`src/hdl/mrrp_pkg.sv`:
```
// Package for the Modbus read response parser: word types, constants, CRC step.
`timescale 1ns / 1ps
package mrrp_pkg;

  localparam int unsigned FIFO_DEPTH = 4;
  localparam int unsigned FIFO_AW    = $clog2(FIFO_DEPTH);
  localparam int unsigned LEVEL_W    = $clog2(FIFO_DEPTH + 1);

  localparam logic [15:0] CRC_INIT        = 16'hFFFF;
  localparam logic [15:0] CRC_POLY        = 16'hA001;
  localparam logic [7:0]  FC_READ_HOLDING = 8'h03;
  localparam logic [8:0]  MIN_FRAME       = 9'd5;
  localparam logic [8:0]  POS_MAX         = 9'd511;

  localparam logic [7:0] SLAVE_ADDR_RST = 8'd1;
  localparam logic [6:0] REG_LIMIT_RST  = 7'd127;

  localparam logic CFG_SLAVE_ADDR = 1'b0;
  localparam logic CFG_REG_LIMIT  = 1'b1;

  localparam logic KIND_WORD    = 1'b0;
  localparam logic KIND_VERDICT = 1'b1;

  typedef enum logic [2:0] {
    ST_OK       = 3'd0,
    ST_SHORT    = 3'd1,
    ST_ADDRESS  = 3'd2,
    ST_FUNCTION = 3'd3,
    ST_ODD      = 3'd4,
    ST_BAD      = 3'd5
  } status_e;

  typedef struct packed {
    logic [7:0] rx_byte;
    logic       frame_end;
  } in_word_t;

  typedef struct packed {
    logic        kind;
    logic [15:0] register_value;
    logic [6:0]  register_index;
    logic [2:0]  status;
    logic [6:0]  register_count;
    logic        last_of_item;
  } out_word_t;

  typedef struct packed {
    logic [8:0]  pos;
    logic [7:0]  data_cnt;
    logic        addr_ok;
    logic        func_ok;
    logic [15:0] crc;
    logic [15:0] rx_crc;
    logic [7:0]  hi_hold;
    logic [6:0]  words;
  } frame_state_t;

  localparam frame_state_t FRAME_CLEAR = '{
    pos:      9'd0,
    data_cnt: 8'd0,
    addr_ok:  1'b0,
    func_ok:  1'b0,
    crc:      CRC_INIT,
    rx_crc:   16'd0,
    hi_hold:  8'd0,
    words:    7'd0
  };

  // CRC-16/Modbus, one byte, LSB first
  function automatic logic [15:0] crc_byte(input logic [15:0] crc, input logic [7:0] b);
    logic [15:0] c;
    c = crc ^ {8'h00, b};
    for (int k = 0; k < 8; k++) begin
      c = c[0] ? ((c >> 1) ^ CRC_POLY) : (c >> 1);
    end
    return c;
  endfunction

endpackage

```
`src/hdl/mrrp_parse.sv`:
```
// Per-byte frame parsing: next frame state and up to two result words.
`timescale 1ns / 1ps
module mrrp_parse (
  input  mrrp_pkg::frame_state_t state_i,
  input  mrrp_pkg::in_word_t     in_word_i,
  input  logic [7:0]             slave_addr_i,
  input  logic [6:0]             reg_limit_i,
  output mrrp_pkg::frame_state_t state_o,
  output mrrp_pkg::out_word_t    res0_o,
  output mrrp_pkg::out_word_t    res1_o,
  output logic [1:0]             push_n_o
);
  import mrrp_pkg::*;

  logic [7:0]   b;
  logic [8:0]   data_end;
  logic         word_emit;
  frame_state_t upd;
  status_e      status;
  logic [6:0]   half_cnt;
  logic [6:0]   count;
  out_word_t    word_res;
  out_word_t    verdict_res;

  assign b        = in_word_i.rx_byte;
  assign data_end = 9'd3 + {1'b0, state_i.data_cnt};

  always_comb begin
    upd       = state_i;
    word_emit = 1'b0;
    if (state_i.pos == 9'd0) begin
      upd.addr_ok = (b == slave_addr_i);
      upd.crc     = crc_byte(state_i.crc, b);
    end else if (state_i.pos == 9'd1) begin
      upd.func_ok = (b == FC_READ_HOLDING);
      upd.crc     = crc_byte(state_i.crc, b);
    end else if (state_i.pos == 9'd2) begin
      upd.data_cnt = b;
      upd.crc      = crc_byte(state_i.crc, b);
    end else if (state_i.pos < data_end) begin
      upd.crc = crc_byte(state_i.crc, b);
      // data bytes start at position 3: odd position is a high byte
      if (state_i.pos[0]) begin
        upd.hi_hold = b;
      end else if (state_i.words < reg_limit_i) begin
        word_emit = 1'b1;
        upd.words = state_i.words + 7'd1;
      end
    end else if (state_i.pos == data_end) begin
      upd.rx_crc = {state_i.rx_crc[15:8], b};
    end else if (state_i.pos == data_end + 9'd1) begin
      upd.rx_crc = {b, state_i.rx_crc[7:0]};
    end
    if (state_i.pos < POS_MAX) begin
      upd.pos = state_i.pos + 9'd1;
    end
  end

  assign half_cnt = upd.data_cnt[7:1];
  assign count    = (half_cnt > reg_limit_i) ? reg_limit_i : half_cnt;

  always_comb begin
    if (upd.pos < MIN_FRAME) begin
      status = ST_SHORT;
    end else if (!upd.addr_ok) begin
      status = ST_ADDRESS;
    end else if (!upd.func_ok) begin
      status = ST_FUNCTION;
    end else if (upd.data_cnt[0]) begin
      status = ST_ODD;
    end else if (upd.pos < MIN_FRAME + {1'b0, upd.data_cnt}) begin
      status = ST_BAD;
    end else if (upd.crc != upd.rx_crc) begin
      status = ST_BAD;
    end else begin
      status = ST_OK;
    end
  end

  always_comb begin
    word_res                = '0;
    word_res.kind           = KIND_WORD;
    word_res.register_value = {state_i.hi_hold, b};
    word_res.register_index = state_i.words;
    word_res.last_of_item   = !in_word_i.frame_end;

    verdict_res                = '0;
    verdict_res.kind           = KIND_VERDICT;
    verdict_res.status         = status;
    verdict_res.register_count = (status == ST_OK) ? count : 7'd0;
    verdict_res.last_of_item   = 1'b1;
  end

  always_comb begin
    res1_o = verdict_res;
    if (word_emit) begin
      res0_o   = word_res;
      push_n_o = in_word_i.frame_end ? 2'd2 : 2'd1;
    end else begin
      res0_o   = verdict_res;
      push_n_o = in_word_i.frame_end ? 2'd1 : 2'd0;
    end
    state_o = in_word_i.frame_end ? FRAME_CLEAR : upd;
  end

endmodule

```
`src/hdl/mrrp_out_fifo.sv`:
```
// Result queue: takes up to two words per cycle, delivers one per cycle while out_stall_i is low.
`timescale 1ns / 1ps
module mrrp_out_fifo (
  input  logic                          clk_i,
  input  logic                          rst_ni,
  input  logic [1:0]                    push_n_i,
  input  mrrp_pkg::out_word_t           wr0_i,
  input  mrrp_pkg::out_word_t           wr1_i,
  output logic                          out_valid_o,
  input  logic                          out_stall_i,
  output mrrp_pkg::out_word_t           out_word_o,
  output logic [mrrp_pkg::LEVEL_W-1:0]  level_o
);
  import mrrp_pkg::*;

  out_word_t            mem_q [FIFO_DEPTH];
  logic [FIFO_AW-1:0]   wr_ptr_q, wr_ptr_d;
  logic [FIFO_AW-1:0]   rd_ptr_q, rd_ptr_d;
  logic [LEVEL_W-1:0]   level_q, level_d;
  logic [FIFO_AW-1:0]   wr_ptr_nx;
  logic                 pop;

  assign out_valid_o = (level_q != '0);
  assign out_word_o  = mem_q[rd_ptr_q];
  assign level_o     = level_q;
  assign pop         = out_valid_o && !out_stall_i;
  assign wr_ptr_nx   = wr_ptr_q + FIFO_AW'(1);

  always_comb begin
    wr_ptr_d = wr_ptr_q + FIFO_AW'(push_n_i);
    rd_ptr_d = rd_ptr_q + FIFO_AW'(pop);
    level_d  = level_q + LEVEL_W'(push_n_i) - LEVEL_W'(pop);
  end

  always_ff @(posedge clk_i or negedge rst_ni) begin
    if (!rst_ni) begin
      wr_ptr_q <= '0;
      rd_ptr_q <= '0;
      level_q  <= '0;
    end else begin
      wr_ptr_q <= wr_ptr_d;
      rd_ptr_q <= rd_ptr_d;
      level_q  <= level_d;
    end
  end

  always_ff @(posedge clk_i) begin
    if (push_n_i != 2'd0) begin
      mem_q[wr_ptr_q] <= wr0_i;
    end
    if (push_n_i == 2'd2) begin
      mem_q[wr_ptr_nx] <= wr1_i;
    end
  end

endmodule

```
`src/hdl/modbus_read_response_parser_core.sv`:
```
// Modbus RTU read-holding-registers response parser, top level.
// Each byte's result words enter a four-entry result queue when it is accepted.
// Throughput: one byte per cycle unless in_stall_o; a byte may yield two words
// (last data word plus verdict), drained one per cycle unless out_stall_i.
// Reset: asynchronous, active low; clears frame state and queue, slave
// address to 1 and register limit to 127.
`timescale 1ns / 1ps
module modbus_read_response_parser_core (
  input  logic                clk_i,
  input  logic                rst_ni,
  input  logic                cfg_we_i,
  input  logic                cfg_idx_i,
  input  logic [7:0]          cfg_data_i,
  input  logic                in_valid_i,
  output logic                in_stall_o,
  input  mrrp_pkg::in_word_t  in_word_i,
  output logic                out_valid_o,
  input  logic                out_stall_i,
  output mrrp_pkg::out_word_t out_word_o
);
  import mrrp_pkg::*;

  logic [7:0]         slave_addr_q;
  logic [6:0]         reg_limit_q;
  frame_state_t       state_q, state_d;
  frame_state_t       state_nx;
  out_word_t          res0, res1;
  logic [1:0]         push_n_raw;
  logic [1:0]         push_n;
  logic               in_acc;
  logic [LEVEL_W-1:0] level;

  assign in_stall_o = (level > LEVEL_W'(FIFO_DEPTH - 2));
  assign in_acc     = in_valid_i && !in_stall_o;
  assign push_n     = in_acc ? push_n_raw : 2'd0;
  assign state_d    = in_acc ? state_nx : state_q;

  always_ff @(posedge clk_i or negedge rst_ni) begin
    if (!rst_ni) begin
      slave_addr_q <= SLAVE_ADDR_RST;
      reg_limit_q  <= REG_LIMIT_RST;
    end else if (cfg_we_i) begin
      case (cfg_idx_i)
        CFG_SLAVE_ADDR: slave_addr_q <= cfg_data_i;
        CFG_REG_LIMIT:  reg_limit_q  <= cfg_data_i[6:0];
        default: ;
      endcase
    end
  end

  always_ff @(posedge clk_i or negedge rst_ni) begin
    if (!rst_ni) begin
      state_q <= FRAME_CLEAR;
    end else begin
      state_q <= state_d;
    end
  end

  mrrp_parse u_parse (
    .state_i      (state_q),
    .in_word_i    (in_word_i),
    .slave_addr_i (slave_addr_q),
    .reg_limit_i  (reg_limit_q),
    .state_o      (state_nx),
    .res0_o       (res0),
    .res1_o       (res1),
    .push_n_o     (push_n_raw)
  );

  mrrp_out_fifo u_out_fifo (
    .clk_i       (clk_i),
    .rst_ni      (rst_ni),
    .push_n_i    (push_n),
    .wr0_i       (res0),
    .wr1_i       (res1),
    .out_valid_o (out_valid_o),
    .out_stall_i (out_stall_i),
    .out_word_o  (out_word_o),
    .level_o     (level)
  );

`ifndef SYNTH
  a_level_bound: assert property (@(posedge clk_i) disable iff (!rst_ni)
    level <= LEVEL_W'(FIFO_DEPTH))
    else $error("result queue overflow");

  a_verdict_queued: assert property (@(posedge clk_i) disable iff (!rst_ni)
    (in_acc && in_word_i.frame_end) |=> out_valid_o)
    else $error("frame end accepted but no result queued");

  a_frame_cleared: assert property (@(posedge clk_i) disable iff (!rst_ni)
    (in_acc && in_word_i.frame_end) |=> (state_q.pos == 9'd0 && state_q.words == 7'd0))
    else $error("frame state not cleared after verdict");
`endif

endmodule
```
`config.mk`:
```
export PLATFORM = sky130hd
export DESIGN_NAME = modbus_read_response_parser_core
export DESIGN_NICKNAME = d
export VERILOG_FILES = /design/src/hdl/mrrp_pkg.sv /design/src/hdl/mrrp_parse.sv /design/src/hdl/mrrp_out_fifo.sv /design/src/hdl/modbus_read_response_parser_core.sv
export SDC_FILE = /design/constraint.sdc
export NUM_CORES = 1
export LEC_CHECK = 0
export BUFFER_PORTS_ARGS = -buffer_cell sky130_fd_sc_hd__buf_2
export CAP_MARGIN = 25
export CORE_MARGIN = 4
export CORE_UTILIZATION = 45
export DETAILED_ROUTE_END_ITERATION = 8
export MAX_ROUTING_LAYER = met4
export PLACE_DENSITY_LB_ADDON = 0.05
export SLEW_MARGIN = 20
export SYNTH_ARGS = -nofsm -noshare
export SYNTH_HDL_FRONTEND = slang
export SYNTH_SLANG_ARGS = --single-unit
```
`constraint.sdc`:
```
create_clock -name clk_i -period 9.5 [get_ports clk_i]
set_clock_uncertainty 0.15 [all_clocks]
set_input_delay 2.375 -clock clk_i [delete_from_list [all_inputs] [get_ports clk_i]]
set_output_delay 2.375 -clock clk_i [all_outputs]
set_load 0.01 [all_outputs]
```
==> summary.txt, run 1 <==
Worst setup path
  • Required time at the endpoint of the critical path: 9740 ps
  • Worst r2r dst: u_out_fifo.mem_q[2][1]
  • Number of cell instances on the worst register-to-register path: 21
  • Kind of launch point of the worst setup path: register
  • Crit path kind: reg -> reg
  • Max stage delay on crit path: 520 ps
  • Register-to-register setup slack: 3190 ps
  • Top fanout value on the critical path: 13
  • Cell breakdown of the critical path: inv_1 -> ha_1 -> nand4b_1 -> xor2_1 -> ha_1 -> and3_1 -> a221o_1 -> a22oi_2 -> and2_1 -> nand2_1 -> a2111oi_4 -> ha_1 -> nand2b_1 -> nor2_1 -> o21ai_0 -> nand2_1 -> nand2_1 -> buf_8 -> a21oi_1 -> nand4_2 -> nor2_1
  • Reg-to-reg startpoint: state_q[50]
  • Critical path data arrival time: 6550 ps
  • Slowest library cell on the worst path: sky130_fd_sc_hd__dfrtp_1
  • Critical path capture point type: register

Global route
  • Routing usage on met2: 35.2%
  • Initial antenna violation count: 0
  • Global-route total usage across every layer: 23.2%
  • Residual overflow from global routing: 0
  • Met1 GRT Util: 33.6%
  • Most used routing layer: met2
  • Met3 capacity usage during global routing: 2.56%
  • First-pass GRT wire length: 52.6 mm
  • Maximum number of pins on one net before global-route repair: 98
  • Vias in the first global route: 8855

Final layout
  • Number of nets in the layout: 1195
  • Post-route non-filler standard cell count: 1481
  • Share of layout cells above drive strength 1: 19.7%
  • Most frequent cells in the layout: sky130_fd_sc_hd__dfxtp_1 (100), sky130_fd_sc_hd__a32o_1 (92), sky130_fd_sc_hd__nor2_1 (75)
  • Most frequent standard cell in the layout excluding fill and tap cells: sky130_fd_sc_hd__dfxtp_1
  • Post-route cell area: 0.0136 mm²
  • Share of the core filled with cells in the final layout: 51.5%
  • Diode count: 0
  • Layout area overhead: 11.6%

Pwr
  • Proportion of power drawn by the clock network: 23.4%
  • Internal power component: 2.62 mW
  • Combinational share of power: 44.3%
  • Lkg Pwr: 5.53 nW
  • Sequential power share: 32.3%
  • Switching fraction of total power: 39.8%
  • Cell area power density: 320 mW/mm²
  • Worst IR Drop VDD: 200 µV
  • Switching Power: 1.73 mW

Clocking
  • Clock transition at the registers of the reported paths: 60 ps
  • H-tree depth: 1
  • # resized after CTS: 0
  • Total setup buffers inserted after CTS: 0
  • Count of hold-fix buffers inserted at cts: 0
  • Clk sink count: 228
  • Clock Tree Buf Depth: 3
  • Cell at the root of the clock tree: sky130_fd_sc_hd__clkbuf_16
  • CTS buffer count: 27
  • Later-pin clock latency in the skew report: 550 ps
  • CTS tree: done

Synth
  • Most area-hungry cell type in the Yosys netlist: sky130_fd_sc_hd__dfxtp_1
  • Number of warnings reported in the yosys synthesis log: 0
  • Post-synth top area share: 16.4%
  • Average size of a mapped cell: 11.0 µm²
  • Instance count of the mapped netlist: 1103
  • Share of synthesized registers carrying an async set or reset: 38.6%
  • Net count of the mapped netlist: 1172
  • Number of flip-flops and latches in the synthesized netlist: 228
  • Top_reg_cell synth: sky130_fd_sc_hd__dfxtp_1
  • Fraction of the yosys area taken by sequential cells: 44.6%
  • Post-synth cell types: 80
  • Largest cells by area after synthesis: sky130_fd_sc_hd__dfxtp_1 (16%), sky130_fd_sc_hd__dfrtp_1 (13%), sky130_fd_sc_hd__edfxtp_1 (9.9%), sky130_fd_sc_hd__a32o_1 (7.6%), sky130_fd_sc_hd__mux4_2 (6.5%)
  • Netlist Area Pre-Place: 0.0122 mm²
  • Number of enable flip-flop cells after synthesis: 40

Min path
  • Startpoint of the lowest-slack hold path: u_out_fifo.mem_q[3][34]
  • Worst Hold Class: reg -> reg
  • Endpoint, Worst Hold: u_out_fifo.mem_q[3][34]
  • Worst hold path cell count: 1

Routing
  • Routed Antenna Nets: 0
  • Avg WL per Cell: 22.3 µm
  • Drt first-iter violations: 728
  • Avg Vias per Cell: 6.12
  • Number of optimization iterations in the first detailed-route pass: 5
  • Number of vias after detailed routing: 9057
  • Final routed DRC violation total: 0
  • Routed wire length: 33.1 mm

Status
  • Result of the run: completed

Floorplan
  • Initial core utilization: 46.2%
  • CORE AREA: 0.0264 mm²
  • Number of placed I/O pins: 60
  • Width of the die: 172 µm
  • Number of core rows: 59
  • Floorplan die area: 0.0297 mm²
  • Die Y: 172 µm

Timing
  • Endpoints failing hold: 0
  • RSZ-0062 raised after global routing: no
  • Final-report setup violation count: 0
  • Final Max Tran Viols: 0
  • Slew @ Worst Pin: 1040 ps
  • Maximum clock frequency: 0.158 GHz
  • Max-slew headroom at the worst pin: 30.4%
  • Shortest period the worst path allows: 6310 ps
  • Worst setup slack after layout: 3190 ps
  • Sum Neg Setup Slack: 0 ps
  • Share of the clock period used by the worst path: 66.4%

Placement
  • Cell total after placement: 1432
  • # port buffers: 59
  • Half-perimeter wire length after detailed placement: 22.2 mm
  • Dpl cell area: 0.0127 mm²
  • Final weighted congestion of routability-driven global placement: 0.861
  • Dpl ws: 3230 ps

Run
  • Number of maximum-capacitance violations: 0
layer usage:
| layer | part of all wire (%) | routed length, µm |
|---|---|---|
| met1 | 48 | 15700 |
| met2 | 45 | 14900 |
| met3 | 5.0 | 1670 |
| met4 | 2.2 | 741 |
| met5 | 0 | 0 |
through the flow:
| step | hold slack [ps] | total power [mW] |
|---|---|---|
| after detailed placement | 286 | 3.35 |
| after floorplan | 271 | 2.82 |
| after global placement | 278 | 3.31 |
| final | 305 | 4.35 |
| after CTS | 302 | 4.38 |
| after global routing | 322 | 4.66 |
area by class of cell:
type	instances	area, µm²
tap	335	419
clock buffer	38	737
inverter	49	184
timing repair buffer	75	445
multi-input combinational	745	6230
sequential	228	5440
clock inverter	11	134
fill	2386	12800
cell usage after synthesis (all sizes together) (6+ instances only):
cell type	count
o21ai	52
nand2	58
nand2b	12
ha	45
o22ai	6
buf	22
and3	7
nand3	25
clkbuf	59
inv	49
nor3	7
a21o	15
xnor2	59
dfrtp	64
and2	13
o2111ai	8
a22o	24
o21a	6
a2111oi	6
nor2	78
mux4	35
edfxtp	40
xor2	23
mux2i	24
nand4	15
a21oi	30
a32o	92
dfxtp	100
o31ai	7
dfstp	24
nor2b	8
mux2	23
critical path, delay by kind of cell (launching register included):
family                   cells  cell delay [ps]
AND/OR/NAND/NOR             10             2070
AO/OA/AOI/OAI                5             1640
adder cells (fa/ha/maj)      3             1000
flip-flops                   1              520
buffers and inverters        2              420
XOR/XNOR                     1              370
worst max path at each step:
| stage | start | end | slack (ps) | cells after the start |
|---|---|---|---|---|
| after floorplan | in_word_i[1] | u_out_fifo.mem_q[0][8] | 3650 | 16 |
| after detailed placement | state_q[50] | u_out_fifo.mem_q[2][1] | 3230 | 21 |
| final | state_q[50] | u_out_fifo.mem_q[2][1] | 3190 | 21 |
| after CTS | state_q[50] | u_out_fifo.mem_q[2][1] | 3190 | 21 |
| after global placement | state_q[50] | u_out_fifo.mem_q[0][4] | 2920 | 19 |
| after global routing | state_q[50] | u_out_fifo.mem_q[2][1] | 2590 | 21 |
power by group through the flow:
stage                     Sequential (mW)  Clock [mW]  Combinational (mW)
after global routing                 1.43        1.09                2.13
after detailed placement             1.42           0                1.93
after floorplan                      1.33           0                1.49
after global placement               1.44           0                1.87
after CTS                            1.40        1.04                1.94
final                                1.40        1.02                1.93
sequential cells by signal, summed over array words and instances, names as in the netlist:
name	flops
reg_limit_q	7
u_out_fifo.wr_ptr_q	2
slave_addr_q	8
u_out_fifo.mem_q	140
state_q	66
u_out_fifo.rd_ptr_q	2
u_out_fifo.level_o	3
logic make-up (layout without fill, tap and decap cells):
logic type	after synthesis	in the layout	share of synthesized area, %
AO/OA/AOI/OAI	286	286	18.9
XOR/XNOR	83	83	6.56
adder cells (fa/ha/maj)	46	46	4.79
buffers and inverters	130	173	4.35
flip-flops	228	228	44.6
multiplexers	82	82	10.6
AND/OR/NAND/NOR	248	248	10.2
Power figures use the tool's default switching activity.
==> run 2: changes to the inputs <==
--- a/config.mk
+++ b/config.mk
@@ -5,6 +5,7 @@
 export SDC_FILE = /design/constraint.sdc
 export NUM_CORES = 1
 export LEC_CHECK = 0
+export ABC_AREA = 1
 export BUFFER_PORTS_ARGS = -buffer_cell sky130_fd_sc_hd__buf_2
 export CAP_MARGIN = 25
 export CORE_MARGIN = 4
==> constraint.sdc (replaced) <==
create_clock -name clk_i -period 6 [get_ports clk_i]
set_clock_uncertainty 0.15 [all_clocks]
set_input_delay 1.5 -clock clk_i [delete_from_list [all_inputs] [get_ports clk_i]]
set_output_delay 1.5 -clock clk_i [all_outputs]
set_load 0.01 [all_outputs]
==> run 2 against run 1 <==
  * Clock power grew 61%
  * Sequential share of layout area fell by 0.93 points
  * Total power increased by 110%
  * Synthesized area rose by 1.8%
  * Wire length up 10%
  * Die area increased by 1.7%
  * Worst setup slack lost 2600 ps
  * Register-to-register slack got worse by 2600 ps
  * Critical path depth rose by 10
  * Critical endpoint is now u_out_fifo.mem_q[2][10]
==> summary.txt, run 2 <==
Worst setup path
  • Crit path kind: reg -> reg
  • Delay-heaviest family, CP: simple AND/OR/NAND/NOR gates
  • Critical path data arrival time: 5580 ps (-970 ps)
  • Most frequent cell on the critical path: sky130_fd_sc_hd__nand2_1
  • CP Buf/Inv Count: 4 (+2)
  • Max stage delay on crit path: 490 ps (-30 ps)
  • Slowest library cell on the worst path: sky130_fd_sc_hd__dfrtp_1
  • Kind of launch point of the worst setup path: register
  • Critical path capture point type: register
  • Required time at the endpoint of the critical path: 6150 ps (-3590 ps)
  • Top fanout value on the critical path: 16 (+3)

Timing
  • Max-slew headroom at the worst pin: 33.6% (+3.2 points)
  • Shortest period the worst path allows: 5430 ps (-879 ps)
  • Slew @ Worst Pin: 995 ps (-46.1 ps)
  • Maximum clock frequency: 0.184 GHz (+16%)
  • Share of the clock period used by the worst path: 90.6% (+24 points)
  • Sum Neg Setup Slack: 0 ps (unchanged)
  • Final Max Tran Viols: 0 (unchanged)
  • Endpoints failing hold: 0 (unchanged)
  • Worst setup slack after layout: 567 ps (-2620 ps)
  • RSZ-0062 raised after global routing: no
  • Final-report setup violation count: 0 (unchanged)

Synth
  • Average size of a mapped cell: 7.61 µm² (-31%)
  • Net count of the mapped netlist: 1697 (+45%)
  • Number of warnings reported in the yosys synthesis log: 0 (unchanged)
  • Top_reg_cell synth: sky130_fd_sc_hd__dfxtp_1
  • Fraction of the yosys area taken by sequential cells: 43.9% (-0.78 points)
  • Number of enable flip-flop cells after synthesis: 40 (unchanged)
  • Post-synth top area share: 16.2% (-0.29 points)
  • Most area-hungry cell type in the Yosys netlist: sky130_fd_sc_hd__dfxtp_1
  • Netlist Area Pre-Place: 0.0124 mm² (+1.8%)
  • Share of synthesized registers carrying an async set or reset: 38.6% (unchanged)
  • Largest cells by area after synthesis: sky130_fd_sc_hd__dfxtp_1 (16%), sky130_fd_sc_hd__dfrtp_1 (13%), sky130_fd_sc_hd__nand2_1 (10%), sky130_fd_sc_hd__edfxtp_1 (9.7%), sky130_fd_sc_hd__o21ai_0 (9.7%)
  • Synth top cells by count: sky130_fd_sc_hd__nand2_1 (338), sky130_fd_sc_hd__o21ai_0 (240), sky130_fd_sc_hd__nor2_1 (171)
  • Number of flip-flops and latches in the synthesized netlist: 228 (unchanged)
  • Post-synth cell types: 50 (-38%)
  • Cell with the most instances after synthesis: sky130_fd_sc_hd__nand2_1
  • Instance count of the mapped netlist: 1628 (+48%)

Placement
  • Cell total after placement: 1979 (+38%)
  • Dpl ws: 550 ps (-2680 ps)
  • Final weighted congestion of routability-driven global placement: 0.920 (+6.8%)
  • # port buffers: 59 (unchanged)
  • Half-perimeter wire length after detailed placement: 25.5 mm (+15%)
  • Dpl cell area: 0.0130 mm² (+2.3%)

Clocking
  • CTS tree: done
  • CTS buffer count: 27 (unchanged)
  • H-tree depth: 1 (unchanged)
  • Clk sink count: 228 (unchanged)
  • Clock Tree Buf Depth: 3 (unchanged)
  • Later-pin clock latency in the skew report: 550 ps (about the same)
  • # resized after CTS: 0 (unchanged)
  • Total setup buffers inserted after CTS: 0 (unchanged)
  • Clock transition at the registers of the reported paths: 60 ps (about the same)
  • Count of hold-fix buffers inserted at cts: 0 (unchanged)
  • Cell at the root of the clock tree: sky130_fd_sc_hd__clkbuf_16

Routing
  • Routed Antenna Nets: 0 (unchanged)
  • Avg Vias per Cell: 5.44 (-11%)
  • Avg WL per Cell: 18.0 µm (-19%)
  • Routed wire length: 36.5 mm (+10%)
  • Number of optimization iterations in the first detailed-route pass: 5 (unchanged)
  • Number of vias after detailed routing: 11000 (+22%)
  • Final routed DRC violation total: 0 (unchanged)
  • Drt first-iter violations: 828 (+14%)

Final layout
  • Largest registers: u_out_fifo.mem_q x140, state_q x66, slave_addr_q x8
  • Most frequent cells in the layout: sky130_fd_sc_hd__nand2_1 (338), sky130_fd_sc_hd__o21ai_0 (240), sky130_fd_sc_hd__nor2_1 (171)
  • Most frequent standard cell in the layout excluding fill and tap cells: sky130_fd_sc_hd__nand2_1
  • Most flop-heavy register: u_out_fifo.mem_q
  • Share of layout cells above drive strength 1: 12.0% (-7.7 points)
  • Diode count: 0 (unchanged)
  • Number of nets in the layout: 1736 (+45%)
  • Post-route cell area: 0.0139 mm² (+2.4%)
  • Layout area overhead: 12.2%
  • Flip-flop count of the largest register, all copies and words added: 140 (unchanged)
  • Post-route non-filler standard cell count: 2029 (+37%)

Pwr
  • Worst IR Drop VDD: 337 µV (+68%)
  • Lkg Pwr: 6.18 nW (+12%)
  • Cell area power density: 654 mW/mm² (+100%)

Global route
  • Vias in the first global route: 10500 (+19%)
  • Maximum number of pins on one net before global-route repair: 72 (-27%)
  • First-pass GRT wire length: 58.8 mm (+12%)
  • Initial antenna violation count: 0 (unchanged)
  • Residual overflow from global routing: 0 (unchanged)
  • Global-route total usage across every layer: 24.5% (+1.3 points)

Min path
  • Worst Hold Class: reg -> reg

Status
  • Result of the run: completed

Floorplan
  • Die Y: 174 µm (+0.84%)
  • Width of the die: 174 µm (+0.84%)
  • Number of placed I/O pins: 60 (unchanged)
  • Floorplan die area: 0.0303 mm² (+1.7%)
  • Initial core utilization: 45.8% (-0.35 points)
  • Number of core rows: 60 (+1.7%)
  • CORE AREA: 0.0270 mm² (+2.5%)

Run
  • Number of maximum-capacitance violations: 0 (unchanged)
==> run 2: changes by cell type after synthesis, moves of 35 or more <==
cell	before	now
sky130_fd_sc_hd__nand2_1	58	338
sky130_fd_sc_hd__o21ai_0	48	240
sky130_fd_sc_hd__a32o_1	92	0
sky130_fd_sc_hd__mux4_2	35	0
sky130_fd_sc_hd__inv_1	49	164
sky130_fd_sc_hd__nand3_1	25	97
sky130_fd_sc_hd__o22ai_1	6	73
sky130_fd_sc_hd__nor2_1	76	171
sky130_fd_sc_hd__xnor2_1	53	15
==> run 2: cell type report <==
type / instances / area [µm²]
inverters: 178 / 671
flip-flops and latches: 228 / 5440
well taps: 341 / 427
fillers: 2693 / 13100
repair buffers: 86 / 500
clock buffers: 41 / 811
clock inverters: 9 / 90.1
multi-input cells: 1146 / 5970
==> run 2: worst paths after layout <==
path | cells past startpoint | endpoint | from | slack (ps)
min in group asynchronous | 1 | u_out_fifo.rd_ptr_q[1] | rst_ni | 730
hold reg to reg | 2 | u_out_fifo.mem_q[2][34] | u_out_fifo.mem_q[2][34] | 300
setup reg to reg | 31 | u_out_fifo.mem_q[2][10] | state_q[62] | 570
max in group asynchronous | 2 | state_q[58] | rst_ni | 3800
hold / removal | 2 | u_out_fifo.mem_q[2][34] | u_out_fifo.mem_q[2][34] | 300
setup / recovery | 31 | u_out_fifo.mem_q[2][10] | state_q[62] | 570
==> run 2: routing by layer <==
layer | part of all wire [%] | track usage (%)
met1 | 47 | 32.9
met2 | 48 | 40.4
met3 | 3.5 | 2.68
met4 | 2.1 | 5.34
met5 | 0 | -
==> run 2: where the power goes <==
group / leakage, nW / switching (mW) / internal, mW
sequential: 2.28 / 0.350 / 2.14
combinational: 3.46 / 3.40 / 1.56
clock: 0.443 / 0.665 / 0.978
==> run 2: cell families after synthesis <==
family	Yosys count	share of synthesized area [%]
AOI/OAI and AO/OA	363	15.7
muxes	1	0.0909
xor gates and xnor gates	48	3.51
adders and majority gates	46	4.71
DFF	228	43.9
buffers and inverters	254	7.96
and+or+nand+nor	688	24.2
==> run 2: tightest hold or removal path, delay by kind of cell (launching register included) <==
kind	cells	cell delay, ps
simple gates	2	100
flops	1	320
==> run 2: through the flow <==
stage               power (mW)  hold WS, ps  util, %
floorplan                 5.97          272        -
global placement          7.42          284     48.1
detailed placement        7.46          289     48.1
CTS                       9.14          304     51.4
global route              9.92          322     51.4
finish                    9.10          299     51.4
